[config.mk]
export PLATFORM = sky130hd
export DESIGN_NAME = rcag_offset
export DESIGN_NICKNAME = d
export VERILOG_FILES = /design/src/hdl/rcag_pkg.sv /design/src/hdl/rcag_offset.sv
export SDC_FILE = /design/constraint.sdc
export NUM_CORES = 2
export LEC_CHECK = 0
export BUFFER_PORTS_ARGS = -buffer_cell sky130_fd_sc_hd__buf_4
export CAP_MARGIN = 5
export CORE_ASPECT_RATIO = 0.8
export CORE_MARGIN = 1
export CORE_UTILIZATION = 50
export DETAILED_ROUTE_END_ITERATION = 6
export PLACE_DENSITY = 0.66
export SETUP_SLACK_MARGIN = 0.5
export SLEW_MARGIN = 20
export SYNTH_ARGS = -nofsm -noshare
export SYNTH_HDL_FRONTEND = slang
export SYNTH_SLANG_ARGS = --single-unit
[constraint.sdc]
create_clock -name clk -period 14.2 [get_ports clk]
set_input_delay 3.55 -clock clk [delete_from_list [all_inputs] [get_ports clk]]
set_output_delay 3.55 -clock clk [all_outputs]
set_load 0.05 [all_outputs]
[src/hdl/rcag_pkg.sv]
// rcag_pkg: shared constants and types of the rectangular copy address generator
// no dependencies; imported by every module of the block
`timescale 1ns / 1ps

package rcag_pkg;

  localparam int REG_DIM_W   = 16;
  localparam int REG_PITCH_W = 32;
  localparam int CFG_DATA_W  = 32;
  localparam int CFG_IDX_W   = 3;

  localparam logic [CFG_IDX_W-1:0] REG_WIDTH       = 3'd0;
  localparam logic [CFG_IDX_W-1:0] REG_HEIGHT      = 3'd1;
  localparam logic [CFG_IDX_W-1:0] REG_DEPTH       = 3'd2;
  localparam logic [CFG_IDX_W-1:0] REG_SRC_ROW_P   = 3'd3;
  localparam logic [CFG_IDX_W-1:0] REG_SRC_SLICE_P = 3'd4;
  localparam logic [CFG_IDX_W-1:0] REG_DST_ROW_P   = 3'd5;
  localparam logic [CFG_IDX_W-1:0] REG_DST_SLICE_P = 3'd6;

  localparam logic OP_START = 1'b0;
  localparam logic OP_NEXT  = 1'b1;

  typedef struct packed {
    logic desc;
    logic last;
  } flag_t;

  typedef struct packed {
    logic en_b;
    logic en_c;
    logic en_d;
  } pipe_en_t;

endpackage

[src/hdl/rcag_offset.sv]
// rcag_offset: x + row * row step + slice * slice step over three registered stages
// depends on rcag_pkg; one instance per side
`timescale 1ns / 1ps

module rcag_offset #(
  parameter int DIM_BITS  = 16,
  parameter int ADDR_BITS = 32
) (
  input  logic                             clk,
  input  rcag_pkg::pipe_en_t               en,
  input  logic [DIM_BITS-1:0]              x_a,
  input  logic [DIM_BITS:0]                ry_a,
  input  logic [DIM_BITS:0]                rz_a,
  input  logic [rcag_pkg::REG_DIM_W-1:0]   cfg_width,
  input  logic [rcag_pkg::REG_DIM_W-1:0]   cfg_height,
  input  logic [rcag_pkg::REG_PITCH_W-1:0] cfg_row_step,
  input  logic [rcag_pkg::REG_PITCH_W-1:0] cfg_slice_step,
  output logic [ADDR_BITS-1:0]             offset_d,
  output logic                             ovf_d
);
  import rcag_pkg::*;

  localparam int CW      = DIM_BITS + 1;
  localparam int PR_W    = CW + REG_PITCH_W;
  localparam int SP_W    = REG_DIM_W + REG_PITCH_W;
  localparam int PZ_W    = CW + SP_W;
  localparam int PS_W    = PR_W + 1;
  localparam int SUM_RAW = PZ_W + 1;
  localparam int SUM_W   = (SUM_RAW > ADDR_BITS) ? SUM_RAW : ADDR_BITS + 1;

  logic [REG_PITCH_W-1:0] rp_eff;
  logic [SP_W-1:0]        sp_dflt, sp_eff;
  logic [PR_W-1:0]        pr;
  logic [PZ_W-1:0]        pz;
  logic [PS_W-1:0]        ps;
  logic [SUM_W-1:0]       sum;

  logic [DIM_BITS-1:0]    x_b_r;
  logic [PR_W-1:0]        pr_b_r;
  logic [CW-1:0]          rz_b_r;
  logic [SP_W-1:0]        sp_b_r;
  logic [PS_W-1:0]        ps_c_r;
  logic [PZ_W-1:0]        pz_c_r;

  assign rp_eff  = (cfg_row_step != '0) ? cfg_row_step : REG_PITCH_W'(cfg_width);
  assign sp_dflt = SP_W'(cfg_height) * SP_W'(rp_eff);
  assign sp_eff  = (cfg_slice_step != '0) ? SP_W'(cfg_slice_step) : sp_dflt;
  assign pr      = PR_W'(ry_a) * PR_W'(rp_eff);

  always_ff @(posedge clk) begin
    if (en.en_b) begin
      x_b_r  <= x_a;
      pr_b_r <= pr;
      rz_b_r <= rz_a;
      sp_b_r <= sp_eff;
    end
  end

  assign ps = PS_W'(x_b_r) + PS_W'(pr_b_r);
  assign pz = PZ_W'(rz_b_r) * PZ_W'(sp_b_r);

  always_ff @(posedge clk) begin
    if (en.en_c) begin
      ps_c_r <= ps;
      pz_c_r <= pz;
    end
  end

  assign sum = SUM_W'(ps_c_r) + SUM_W'(pz_c_r);

  always_ff @(posedge clk) begin
    if (en.en_d) begin
      offset_d <= sum[ADDR_BITS-1:0];
      ovf_d    <= |sum[SUM_W-1:ADDR_BITS];
    end
  end

endmodule

Yosys cells after proc, flatten, opt, wreduce, memory -nomap -nowiden. Cells that the tools add are included.

$add $sub $neg: 2. $mul: 3. Muxes and demuxes: 2. Reductions and logical operators: 3.

Operators with widths (number): 50-bit by 65-bit adder with 66-bit output (1); 17-bit by 48-bit multiplier with 65-bit output (1); 32-bit two-way mux (2); 32-bit nonzero test (2); 16-bit by 49-bit adder with 50-bit output (1); 17-bit by 32-bit multiplier with 49-bit output (1); 16-bit by 32-bit multiplier with 48-bit output (1); 34-bit OR reduction (1).

Register bits after elaboration: 278. Output and inout port bits: 33. Word-level logic and storage cells: 19.

Depth between registers and ports, before layout.
Depth in word-level cells: 4. Mapped depth: 32. Depth with buffers taken out: 29.

Worst setup path before layout. No wires, ideal clock.

Path kind: input -> register. Start point: in cfg_row_step[29] in the netlist's numbering. End point: reg pr_b_r[43] (data pin). Library setup time: 0.260 ns. Arrival time: 10.714 ns. Required time: 13.940 ns. Setup slack: 3.227 ns. Stages on the path: 30. Buffers on the path: 4. Cell sequence: clkbuf_1 -> nor4_1 -> nand4_1 -> nor2_1 -> clkbuf_1 -> a21o_1 -> clkbuf_1 -> nand2_1 -> fa_1 -> inv_1 -> fa_1 -> fa_1 -> fa_1 -> fa_1 -> inv_1 -> fa_1 -> inv_1 -> ha_1 -> clkbuf_1 -> a21oi_1 -> o21ai_0 -> nor3_1 -> o211ai_1 -> a311oi_1 -> a21oi_1 -> a41o_1 -> a31oi_1 -> o22ai_1 -> a21boi_1 -> xnor2_1.

Longest elaborated chain between the ends: 3.

Ends and longest elaborated chain: from (decl) (line rcag_offset.sv:16) `input logic [rcag_pkg::REG_PITCH_W-1:0] cfg_row_step,`; 32-bit nonzero test (line rcag_offset.sv:45) `assign rp_eff = (cfg_row_step != '0) ? cfg_row_step : REG_PITCH_W'(cfg_width);`; 32-bit two-way mux (*) (line rcag_offset.sv:45); 17-bit by 32-bit multiplier with 49-bit output (*) (line rcag_offset.sv:48) `assign pr = PR_W'(ry_a) * PR_W'(rp_eff);`; via pr[43] (line rcag_offset.sv:33) `logic [PR_W-1:0] pr;`; to (signal assigned) (line rcag_offset.sv:53) `pr_b_r <= pr;`; to (decl) (line rcag_offset.sv:39) `logic [PR_W-1:0] pr_b_r;`.

The timed path passes the listed nets; every way through them passes the cells marked *. A chain may end at the register's enable or synchronous reset.

Worst setup path in the final report.
Start point: in cfg_row_step[31] in the netlist's numbering. End point: reg sp_b_r[45] (data pin).

Longest elaborated chain between the ends: 3.

Ends and longest elaborated chain: 32-bit nonzero test (line rcag_offset.sv:45); 32-bit two-way mux (*) (line rcag_offset.sv:45); 16-bit by 32-bit multiplier with 48-bit output (*) (line rcag_offset.sv:46) `assign sp_dflt = SP_W'(cfg_height) * SP_W'(rp_eff);`; to (signal assigned) (line rcag_offset.sv:55) `sp_b_r <= sp_eff;`; to (decl) (line rcag_offset.sv:41) `logic [SP_W-1:0] sp_b_r;`.

Every way passes the cells marked *; elsewhere a longest branch is shown, timed or not.

==> flow_summary.yaml <==
outcome:
  status: "completed"
clock_tree:
  cts_buffers: 36
  clock-root-buffer: "clkbuf_16"
  cts_tree: "yes"
  clk_pin_slew_worst_paths_ns: 0.06
  cts_sinks: 278
  cts-htree-levels: 2
  cts_hold_buf: 0
  clock_path_buffers: 3
  post_cts_buffers: 0
  cts_resized: 0
  clkLatencyLatePin_ns: 0.60
floorplanning:
  rows: 123
  coreArea_um2: 141100
  die_x_um: 424.6
  start_util_pct: 50.62
  io_pins: 183
  chipHeight_um: 340.1
  dieArea_um2: 144400
sta:
  slew_viol_final: 0
  setup_tns_ns: 0
  fin_crit_ns: 12.98
  fmax_mhz: 77.03
  hold_viol: 0
  setup_viol: 0
  fin_worst_skew_ns: 0.03592
  timing.final.crit_share_pct: 91.42
  relSlewSlack_pct: 21.64
  rsz0062_at_grt: "no"
  worst_pin_slew_ns: 1.170
synthesis:
  ys_seq_elements: 278
  yosys_most_used_dff: "edfxtp_1"
  synth_edf_count: 278
  async_reset_ff_share_pct: 0
  syn_nets: 10010
  synth_area_per_cell_um2: 9.101
  syn_area_um2: 71430
  syn_inst: 7849
  synth.distinct_cells: 75
  ys_warn_count: 0
  yosysSeqAreaShare_pct: 11.69
setup_path:
  cp-end-kind: "register"
  cp-start-kind: "input port"
  crit_type: "input port to register"
  slowest_delay_ns: 0.87
  critPathArrivalTime_ns: 13.31
  crit_path_frequent_cell: "fa_1"
  worstPathRequired_ns: 14.52
  worstPathMaxFanout: 34
  crit_path_top_delay_cell: "nor2_1"
placement:
  port_buffers: 182
  gp_congestion: 0.9518
  dp_hpwl_um: 156500
global_route:
  grt_max_degree: 66
  antenna_found_initial: 5
  grt_overflow_total: 0
  grt_pass1_vias: 57640
  grt_usage_pct: 28.75
  grt_pass1_wl_um: 323100
finish:
  fin_nets: 9885
  final_util_pct: 53.42
  drive_gt1_share_pct: 4.332
  syn_to_final_growth_pct: 5.535
  fillers: 12980
detailed_routing:
  drc_errors: 0
  totalWireLength_um: 199700
  postRouteAntennaNets: 0
  viasPerCell: 5.526
  initialDrtViolationCount: 4071
  route.vias.total: 53250
  first_pass_iters: 6
  wl_per_cell_um: 20.73
min_path:
  hp-class: "register to register"
run:
  cap_viol_max_count: 0
## cells by family after synthesis
family / count (synthesis) / share of synthesized area, %
AND/OR/NAND/NOR: 2502 / 16.30
AO/OA/AOI/OAI: 744 / 6.757
XOR/XNOR: 216 / 2.648
multiplexers: 5 / 0.07181
flip-flops: 278 / 11.69
adder cells (fa/ha/maj): 2006 / 51.51
buffers and inverters: 2098 / 11.03
## synthesized netlist by cell type, types with 8 or more instances
master	n	area, um2
ha_1	448	5605
and2_1	628	3929
a211oi_1	19	142.6
xnor2_1	140	1226
fa_1	1558	31190
nand2_1	1399	5251
a31oi_1	30	187.7
o211ai_1	15	112.6
nand4_1	41	256.5
clkbuf_1	405	1520
a21boi_0	15	112.6
edfxtp_1	278	8348
and3_1	22	137.6
a21oi_1	227	1136
a21o_1	161	1209
o21a_1	22	165.2
nor4_1	25	156.4
inv_1	1685	6325
nand2b_1	33	206.5
o31ai_1	14	105.1
nor3_1	53	265.3
xor2_1	76	665.6
nand3_1	72	360.4
nor2_1	161	604.3
nor2b_1	28	175.2
o21ai_0	119	595.6
or3_1	11	68.82
o21bai_1	29	217.7
a221oi_1	8	70.07
o22ai_1	8	50.05
## per-layer routing
metal | GRT usage (%) | share of wire (%) | wire (um)
met2 | 45.40 | 45 | 90410
met4 | 8.363 | 3.0 | 6035
met5 | 0 | 0.0065 | 13
met3 | 3.990 | 8.0 | 16040
met1 | 41.38 | 44 | 87230
## per-stage QoR
| step | area [um2] | instances | hold WS (ns) | setup slack, ns |
|---|---|---|---|---|
| after CTS | 75380 | 9631 | 0.5709 | 1.364 |
| after detailed placement | 74170 | 9566 | 0.5570 | 0.7516 |
| after global placement | 74160 | 9566 | 0.5495 | 0.7434 |
| after floorplan | 71430 | 7849 | 0.5128 | 3.227 |
| final | 75390 | 9635 | 0.5729 | 1.218 |
| after global routing | 75380 | 9631 | 0.5756 | 0.5817 |
## worst paths after layout
| check | start | endpoint | slack [ns] | depth (start not counted) |
|---|---|---|---|---|
| min reg2reg | pz_c_r[0] | offset_d[0] | 0.57 | 1 |
| max reg2reg | sp_b_r[13] | pz_c_r[52] | 6.08 | 24 |
| min | pz_c_r[0] | offset_d[0] | 0.57 | 1 |
| max | cfg_row_step[31] | sp_b_r[45] | 1.22 | 29 |
## sequential cells by signal, summed over array words and instances, names as in the netlist
signal    count
ovf_d         1
pr_b_r       49
rz_b_r       17
sp_b_r       48
offset_d     32
ps_c_r       50
x_b_r        16
pz_c_r       65
## layout by cell type, fill, tap and decap left out, types with 53 or more instances in the layout
cell type / count
and2_1: 628
xor2_1: 76
a21o_1: 161
nor3_1: 53
edfxtp_1: 278
o21ai_0: 119
nand2_1: 1399
ha_1: 448
inv_1: 1685
nand3_1: 72
fa_1: 1558
xnor2_1: 140
buf_4: 253
nor2_1: 160
a21oi_1: 227
## worst max-delay path, delay by kind of cell
family          cells  cell delay (ns)
fa+ha+maj           7             3.17
simple gates        9             2.99
compound gates      7             2.93
buf+inv             6             0.64
## final cells by class
class	instances	area, um2	area share, %
multi-input cells	5473	55220	73.24
flip-flops and latches	278	8348	11.07
inverters	1685	6325	8.390
well taps	1875	2346	3.112
repair buffers	255	1931	2.561
clock buffers	43	927.1	1.230
clock inverters	22	285.3	0.3784
diodes	4	10.01	0.01328
Power is not shown: default switching activity piles up to over one toggle a cycle in this logic, so the estimate is an artifact.
