==> src/hdl/rcag_pkg.sv <==
// rcag_pkg: shared constants and types of the rectangular copy address generator
// no dependencies; imported by every module of the block
`timescale 1ns / 1ps

package rcag_pkg;

  localparam int REG_DIM_W   = 16;
  localparam int REG_PITCH_W = 32;
  localparam int CFG_DATA_W  = 32;
  localparam int CFG_IDX_W   = 3;

  localparam logic [CFG_IDX_W-1:0] REG_WIDTH       = 3'd0;
  localparam logic [CFG_IDX_W-1:0] REG_HEIGHT      = 3'd1;
  localparam logic [CFG_IDX_W-1:0] REG_DEPTH       = 3'd2;
  localparam logic [CFG_IDX_W-1:0] REG_SRC_ROW_P   = 3'd3;
  localparam logic [CFG_IDX_W-1:0] REG_SRC_SLICE_P = 3'd4;
  localparam logic [CFG_IDX_W-1:0] REG_DST_ROW_P   = 3'd5;
  localparam logic [CFG_IDX_W-1:0] REG_DST_SLICE_P = 3'd6;

  localparam logic OP_START = 1'b0;
  localparam logic OP_NEXT  = 1'b1;

  typedef struct packed {
    logic desc;
    logic last;
  } flag_t;

  typedef struct packed {
    logic en_b;
    logic en_c;
    logic en_d;
  } pipe_en_t;

endpackage

==> src/hdl/rcag_ctrl.sv <==
// rcag_ctrl: job state, row and slice walk, first pipeline register
// depends on rcag_pkg
`timescale 1ns / 1ps

module rcag_ctrl #(
  parameter int DIM_BITS = 16
) (
  input  logic                             clk,
  input  logic                             rst_n,
  input  logic                             accept,
  input  logic                             in_op,
  input  logic [DIM_BITS-1:0]              in_src_x,
  input  logic [DIM_BITS-1:0]              in_src_y,
  input  logic [DIM_BITS-1:0]              in_src_z,
  input  logic [DIM_BITS-1:0]              in_dst_x,
  input  logic [DIM_BITS-1:0]              in_dst_y,
  input  logic [DIM_BITS-1:0]              in_dst_z,
  input  logic [rcag_pkg::REG_DIM_W-1:0]   cfg_height,
  input  logic [rcag_pkg::REG_DIM_W-1:0]   cfg_depth,
  output logic [DIM_BITS-1:0]              src_x_a,
  output logic [DIM_BITS:0]                src_ry_a,
  output logic [DIM_BITS:0]                src_rz_a,
  output logic [DIM_BITS-1:0]              dst_x_a,
  output logic [DIM_BITS:0]                dst_ry_a,
  output logic [DIM_BITS:0]                dst_rz_a,
  output rcag_pkg::flag_t                  flag_a
);
  import rcag_pkg::*;

  localparam int CMP_W = (DIM_BITS > REG_DIM_W) ? DIM_BITS : REG_DIM_W;

  logic                active_r, active_nxt;
  logic [DIM_BITS-1:0] row_r, row_nxt, slice_r, slice_nxt;
  logic [DIM_BITS-1:0] sx_r, sy_r, sz_r, dx_r, dy_r, dz_r;
  logic [DIM_BITS-1:0] row_inc, slice_inc;
  logic                use_z;

  logic [DIM_BITS-1:0] src_x_nxt, dst_x_nxt;
  logic [DIM_BITS:0]   src_ry_nxt, src_rz_nxt, dst_ry_nxt, dst_rz_nxt;
  flag_t               flag_nxt;

  assign row_inc   = row_r + 1'b1;
  assign slice_inc = slice_r + 1'b1;
  assign use_z     = (cfg_depth != '0);

  always_comb begin
    active_nxt = active_r;
    row_nxt    = row_r;
    slice_nxt  = slice_r;
    src_x_nxt  = '0;
    dst_x_nxt  = '0;
    src_ry_nxt = '0;
    src_rz_nxt = '0;
    dst_ry_nxt = '0;
    dst_rz_nxt = '0;
    flag_nxt   = '0;
    if (in_op == OP_START) begin
      active_nxt = 1'b1;
      row_nxt    = '0;
      slice_nxt  = '0;
    end else if (active_r) begin
      if (use_z && cfg_height == '0) begin
        // empty mode
        active_nxt = 1'b0;
      end else if (cfg_height == '0) begin
        // single run
        flag_nxt.desc = 1'b1;
        flag_nxt.last = 1'b1;
        src_x_nxt     = sx_r;
        dst_x_nxt     = dx_r;
        active_nxt    = 1'b0;
      end else begin
        flag_nxt.desc = 1'b1;
        src_x_nxt     = sx_r;
        dst_x_nxt     = dx_r;
        src_ry_nxt    = {1'b0, sy_r} + {1'b0, row_r};
        dst_ry_nxt    = {1'b0, dy_r} + {1'b0, row_r};
        if (use_z) begin
          src_rz_nxt = {1'b0, sz_r} + {1'b0, slice_r};
          dst_rz_nxt = {1'b0, dz_r} + {1'b0, slice_r};
        end
        row_nxt = row_inc;
        if (row_inc == '0 || CMP_W'(row_inc) >= CMP_W'(cfg_height)) begin
          row_nxt = '0;
          if (!use_z) begin
            flag_nxt.last = 1'b1;
          end else begin
            slice_nxt = slice_inc;
            if (slice_inc == '0 || CMP_W'(slice_inc) >= CMP_W'(cfg_depth)) begin
              flag_nxt.last = 1'b1;
            end
          end
        end
        if (flag_nxt.last) begin
          active_nxt = 1'b0;
          row_nxt    = '0;
          slice_nxt  = '0;
        end
      end
    end
  end

  always_ff @(posedge clk) begin
    if (!rst_n) begin
      active_r <= 1'b0;
      row_r    <= '0;
      slice_r  <= '0;
      sx_r     <= '0;
      sy_r     <= '0;
      sz_r     <= '0;
      dx_r     <= '0;
      dy_r     <= '0;
      dz_r     <= '0;
    end else if (accept) begin
      active_r <= active_nxt;
      row_r    <= row_nxt;
      slice_r  <= slice_nxt;
      if (in_op == OP_START) begin
        sx_r <= in_src_x;
        sy_r <= in_src_y;
        sz_r <= in_src_z;
        dx_r <= in_dst_x;
        dy_r <= in_dst_y;
        dz_r <= in_dst_z;
      end
    end
  end

  always_ff @(posedge clk) begin
    if (accept) begin
      src_x_a  <= src_x_nxt;
      src_ry_a <= src_ry_nxt;
      src_rz_a <= src_rz_nxt;
      dst_x_a  <= dst_x_nxt;
      dst_ry_a <= dst_ry_nxt;
      dst_rz_a <= dst_rz_nxt;
      flag_a   <= flag_nxt;
    end
  end

endmodule

==> config.mk <==
export PLATFORM = sky130hd
export DESIGN_NAME = rcag_ctrl
export DESIGN_NICKNAME = d
export VERILOG_FILES = /design/src/hdl/rcag_pkg.sv /design/src/hdl/rcag_ctrl.sv
export SDC_FILE = /design/constraint.sdc
export NUM_CORES = 1
export LEC_CHECK = 0
export ABC_AREA = 0
export ABC_CLOCK_PERIOD_IN_PS = 3000
export BUFFER_PORTS_ARGS = -buffer_cell sky130_fd_sc_hd__buf_2
export CORE_ASPECT_RATIO = 1.1
export CORE_MARGIN = 2
export CORE_UTILIZATION = 25
export CTS_BUF_LIST = sky130_fd_sc_hd__clkbuf_16
export DETAILED_ROUTE_END_ITERATION = 10
export GPL_TIMING_DRIVEN = 0
export SLEW_MARGIN = 20
export SYNTH_ARGS = -nofsm -noshare
export SYNTH_HDL_FRONTEND = slang
export SYNTH_SLANG_ARGS = --single-unit
==> constraint.sdc <==
create_clock -name clk -period 3 [get_ports clk]
set_input_delay 0 -clock clk [delete_from_list [all_inputs] [get_ports clk]]
set_output_delay 0 -clock clk [all_outputs]
set_load 0.03 [all_outputs]
## Word-level counts from Yosys, hierarchy flattened

Cells that the tools add are included.

- Word-level logic and storage cells: 72
- Memories: 0
- Bits in writable memories: 0
- Register bits after elaboration: 231
- Input port bits: 132
- Bits in latches: 0
- Memory bits (read-only): 0

- Muxes and demuxes: 26
- Div/mod/pow operators: 0
- Shift operators: 0
- Bitwise logic cells: 3
- Reductions and logical operators: 13
- Order comparisons: 2
- Multiply operators: 0
- Equality and inequality tests: 5
- Add/sub/neg operators: 6

Operators by type and width:

| cell | count |
|---|---|
| $mux W16 | 13 |
| $add A16 B16 Y17 | 4 |
| $logic_not A16 Y1 | 3 |
| $add A16 B1 Y16 const B | 2 |
| $ge A16 B16 Y1 | 2 |
| $reduce_bool A16 Y1 | 1 |
| $mux W1 | 13 |
| $ne A3 B1 Y1 const B | 2 |
| $reduce_and A6 Y1 | 1 |
| $reduce_or A5 Y1 | 1 |
| $ne A2 B2 Y1 const B | 2 |
| $reduce_and A4 Y1 | 1 |
| $reduce_or A4 Y1 | 1 |
| $not A1 Y1 | 3 |
| $reduce_or A3 Y1 | 1 |
| $logic_or A1 B1 Y1 | 2 |
| $ne A2 B1 Y1 const B | 1 |
| $reduce_and A2 Y1 | 1 |
| $logic_and A1 B1 Y1 | 1 |

## Longest topological paths before layout

- Word-level depth: 15
- Gate-level depth with buffers: 15
- Depth with buffers taken out: 13

## Worst setup path after synthesis

OpenSTA, ideal clock, no wires.

- Path kind: reg2reg
- From: register slice_r[3]
- To: register slice_r[10]
- Stages on the path, launching flop included: 14
- Setup time: 0.067 ns
- Slack: -0.126 ns
- Required time: 2.933 ns
- Clock period less this slack: 3.126 ns
- Data arrival time: 3.059 ns
- Path buffers: 1
- Cells stage by stage: dfxtp_1 -> nand4_2 -> nor4_2 -> nor2_1 -> or2_2 -> ha_1 -> a21o_1 -> a211o_1 -> o221ai_1 -> a21oi_1 -> nor4_2 -> buf_2 -> o211ai_1 -> o21ai_2

- Cells in the longest elaborated chain, start to end: 15

RTL lines:

| item | RTL line | source |
|---|---|---|
| start: declaration | rcag_ctrl.sv:33 | `logic [DIM_BITS-1:0] row_r, row_nxt, slice_r, slice_nxt;` |
| start signal: assignment | rcag_ctrl.sv:117 | `slice_r <= slice_nxt;` |
| $add A16 B1 Y16 * | rcag_ctrl.sv:43 | `assign slice_inc = slice_r + 1'b1;` |
| $ge A16 B16 Y1 or $logic_not A16 Y1 (tied branches) | rcag_ctrl.sv:89 | `if (slice_inc == '0 \|\| CMP_W'(slice_inc) >= CMP_W'(cfg_depth)) begin` |
| $logic_or A1 B1 Y1 | rcag_ctrl.sv:89 |  |
| $mux W1 | rcag_ctrl.sv:89 |  |
| $mux W1 | rcag_ctrl.sv:85 | `if (!use_z) begin` |
| $mux W1 | rcag_ctrl.sv:83 | `if (row_inc == '0 \|\| CMP_W'(row_inc) >= CMP_W'(cfg_height)) begin` |
| $mux W1 | rcag_ctrl.sv:65 | `end else if (cfg_height == '0) begin` |
| $mux W1 | rcag_ctrl.sv:62 | `if (use_z && cfg_height == '0) begin` |
| $mux W1 | rcag_ctrl.sv:61 | `end else if (active_r) begin` |
| $mux W1 | rcag_ctrl.sv:57 | `if (in_op == OP_START) begin` |
| $mux W16 | rcag_ctrl.sv:94 | `if (flag_nxt.last) begin` |
| $mux W16 | rcag_ctrl.sv:65 |  |
| $mux W16 | rcag_ctrl.sv:62 |  |
| $mux W16 | rcag_ctrl.sv:61 |  |
| $mux W16 | rcag_ctrl.sv:57 |  |

Every way passes the cells marked *; elsewhere a longest branch is shown, timed or not. The select of a mux whose other input is x is not followed.
A chain may end at the register's enable or synchronous reset.

## Final worst setup path

- From: register row_r[0]
- To: register slice_r[0]

- Cells in the longest elaborated chain, start to end: 13

RTL lines:

| item | RTL line | source |
|---|---|---|
| start: declaration | rcag_ctrl.sv:33 |  |
| start signal: assignment | rcag_ctrl.sv:116 | `row_r <= row_nxt;` |
| $add A16 B1 Y16 * | rcag_ctrl.sv:42 | `assign row_inc = row_r + 1'b1;` |
| $ge A16 B16 Y1 or $logic_not A16 Y1 (tied branches) | rcag_ctrl.sv:83 |  |
| $logic_or A1 B1 Y1 * | rcag_ctrl.sv:83 |  |
| $mux W1 | rcag_ctrl.sv:83 |  |
| $mux W1 | rcag_ctrl.sv:65 |  |
| $mux W1 | rcag_ctrl.sv:62 |  |
| $mux W1 | rcag_ctrl.sv:61 |  |
| $mux W1 | rcag_ctrl.sv:57 |  |
| $mux W16 | rcag_ctrl.sv:94 |  |
| $mux W16 | rcag_ctrl.sv:65 |  |
| $mux W16 | rcag_ctrl.sv:62 |  |
| $mux W16 | rcag_ctrl.sv:61 |  |
| $mux W16 | rcag_ctrl.sv:57 |  |

Marks and branches as above.

==> metrics.txt <==
CTS tree built; Overflow after GRT 0; RSZ-0062 raised after global routing yes; largest net degree at the start of global routing 66; Post-Route WL 43.1 mm; status finished, violations left; Die Wd 220 µm; hold path depth 3; Slew Viols, Final 0; Starting Density 25.4%; antenna violations before repair 2; worst setup margin -42.1 ps; Final period util 101%; total track usage 15.5%; synth-to-layout area growth 41.7%; I/O pin cnt 234; crit path time final 3040 ps; final setup fails 29; wire per inst 17.3 µm; drt pass-1 iters 6; Core Area 50,400 µm²; vias in the first global route approximately 12,000; Cells after Synth between 1,000 and 1,500; die height 241 µm; Mapped Avg Cell Area 9.37 µm²; Final Instance Area 18,100 µm²; Multi-input gate area 7150 µm²; Placed Cells 2,259; Power Density around 430 nW/µm²; Hold Vio Cnt, Final 0; reg-to-reg setup timing slack -40 ps; crit path DAT 3520 ps; crit path capture slice_r[0]; Slew HR 46.8%; final worst clock skew 10.6 ps; Final nets about 2,000; worst-path maximum fanout 5; global-route wire length before repair 64.0 mm; drt initial violations ~510; RD Place Congestion 0.845; clk sink count 231; cell count of the worst reg-to-reg path 15; clock transition at the registers of the reported paths around 60 ps; Worst Setup SP row_r[0]; Synth async-reset ratio 0%; R2R Path Start row_r[0]; post-detailed-placement half-perimeter wirelength 31.0 mm; filler cell count 5,101; Max Cap Viol 0; number of buffers inserted by port buffering 232; Layout Cells excl Fill 2,499; required time of the critical path 3480 ps; clk buf depth 3; failing checks setup timing; number of distinct library cells after synthesis 66; FF/Latch Area 5740 µm²; DP Area 14,900 µm²; leakage 7.78 nW; # rows 86; synth warn 0; via count between 10,000 and 15,000; Worst-Skew Late Latency 560 ps; final antenna-violating net count 0; Final Util 36.0%; cell area after synthesis 12,800 µm²; Max VDD drop 0.000314 V; DR vias/cell roughly 4.6; DRC 0; Setup TNS -681 ps; Post-synth EDFFs between 100 and 150; slew of the pin with the lowest slew margin roughly 800 ps; critical path class reg -> reg; Die ar. about 53,000 µm²; root buf cell clkbuf_16; CP Capture Type flop; CTS buffer count 29; Hold WC Path Type in -> reg; Most used DFF post-synth dfxtp_1; Seq/Total Area, Yosys approximately 44%; Post-Place Setup Slack -862 ps; r2r endpoint slice_r[0]; H-tree depth 1; fmax 0.329 GHz; Synth Net Count 1,600; layout cells sized above 1 28.2%; #FFs+latches synth 231; Worst setup SP type flop
-- per-layer routing --
| metal | wire length [µm] | global-route usage, % | vias up |
|---|---|---|---|
| met5 | 0 | 0 | - |
| met4 | 1840 | 6.39 | 0 |
| met3 | 1950 | 2.28 | 94 |
| met2 | 21500 | 27.6 | 305 |
| met1 | 17800 | 18.7 | 5543 |
| li1 | - | - | 5656 |
-- synthesized netlist by cell type (all sizes together), types with 9 or more instances --
master	number	area, µm²
nand2	232	871
dfxtp	129	2580
nor2	118	448
edfxtp	102	3060
a21boi	100	751
ha	98	1230
inv	66	248
and2	46	288
o21ai	45	274
clkbuf	41	154
xnor2	40	350
xor2	36	315
nor3	33	176
a21oi	31	163
nand3	29	158
a21o	22	165
nand4	17	119
buf	15	104
nor4	15	121
o21a	15	113
nand2b	14	87.6
nor2b	13	81.3
o211ai	13	97.6
or2	13	81.3
a211oi	11	82.6
a31oi	9	56.3
-- cell type report --
type | count | area share, %
plain buffers | 52 | 1.56
multi-input cells | 1013 | 39.4
clock inverters | 23 | 1.01
inverters | 66 | 1.37
repair buffers | 422 | 16.3
diodes | 2 | 0.0276
flip-flops and latches | 231 | 31.6
clock buffers | 30 | 4.14
well taps | 660 | 4.55
-- critical path: stages (launching register included) --
cell	delay, ps
dfxtp_4	370
ha_4	170
buf_4	120
buf_4	130
xor2_1	130
ha_1	190
a2111oi_0	390
nor3_1	120
o41ai_2	220
o211ai_1	180
a21o_1	210
buf_6	130
a2bb2oi_4	180
buf_12	170
buf_12	140
mux2i_4	110
-- sequential cells by signal, indices dropped and copies added, names as in the netlist --
name      count
active_r      1
dy_r         16
row_r        16
src_ry_a     17
src_rz_a     17
dz_r         16
slice_r      16
sy_r         16
sz_r         16
flag_a        2
dx_r         16
dst_rz_a     17
sx_r         16
dst_x_a      16
src_x_a      16
dst_ry_a     17
-- cell usage in the layout (no fill, tap or decap), types with 40 or more instances in the layout --
master	Yosys	final
buf_2	8	233
nand2_1	232	229
dfxtp_1	129	103
edfxtp_1	102	102
nor2_1	116	101
dlygate4sd3_1	0	98
a21boi_0	100	96
ha_1	98	89
buf_4	0	83
inv_1	66	71
and2_1	46	41
clkbuf_1	41	40
-- worst min-delay path by stage --
stage                             from        to  slack, ps
after floorplan                 accept  active_r        100
after global placement    in_dst_z[15]  dz_r[15]        250
after detailed placement   in_src_y[7]   sy_r[7]        260
after CTS                        rst_n   dz_r[6]        120
after global routing             rst_n  dz_r[12]        150
final                            rst_n   sz_r[0]        120
-- logic make-up (layout without fill, tap and decap cells) --
family                   count (synthesis)  after routing  synth area share, %
AO/OA/AOI/OAI                          278            278                 15.7
XOR/XNOR                                76             76                 5.20
adder cells (fa/ha/maj)                102            102                 10.2
buffers and inverters                  122            593                 3.95
flip-flops                             231            231                 44.1
multiplexers                             6              6                0.626
other                                    0              2                    0
AND/OR/NAND/NOR                        551            551                 20.2
-- power by group --
group / leakage, nW / switching, mW / internal, mW
sequential: 2.13 / 0.0625 / 3.38
combinational: 5.20 / 0.513 / 0.379
clock: 0.461 / 1.44 / 1.98
-- through the flow --
step                      power, mW  hold WS (ps)
final                          7.76           120
after global routing           8.05           153
after CTS                      7.84           118
after detailed placement       4.25           259
after global placement         4.23           254
after floorplan                3.92           101
-- timing repair --
action	in CTS	in global routing
setup endpoints to repair	43	42
setup buffers	69	20
endpoints found under the hold margin	162	0
resized for setup	104	57
gates cloned	1	2
hold buffers	99	0
pin swaps	36	49
(Power assumes the default switching activity.)
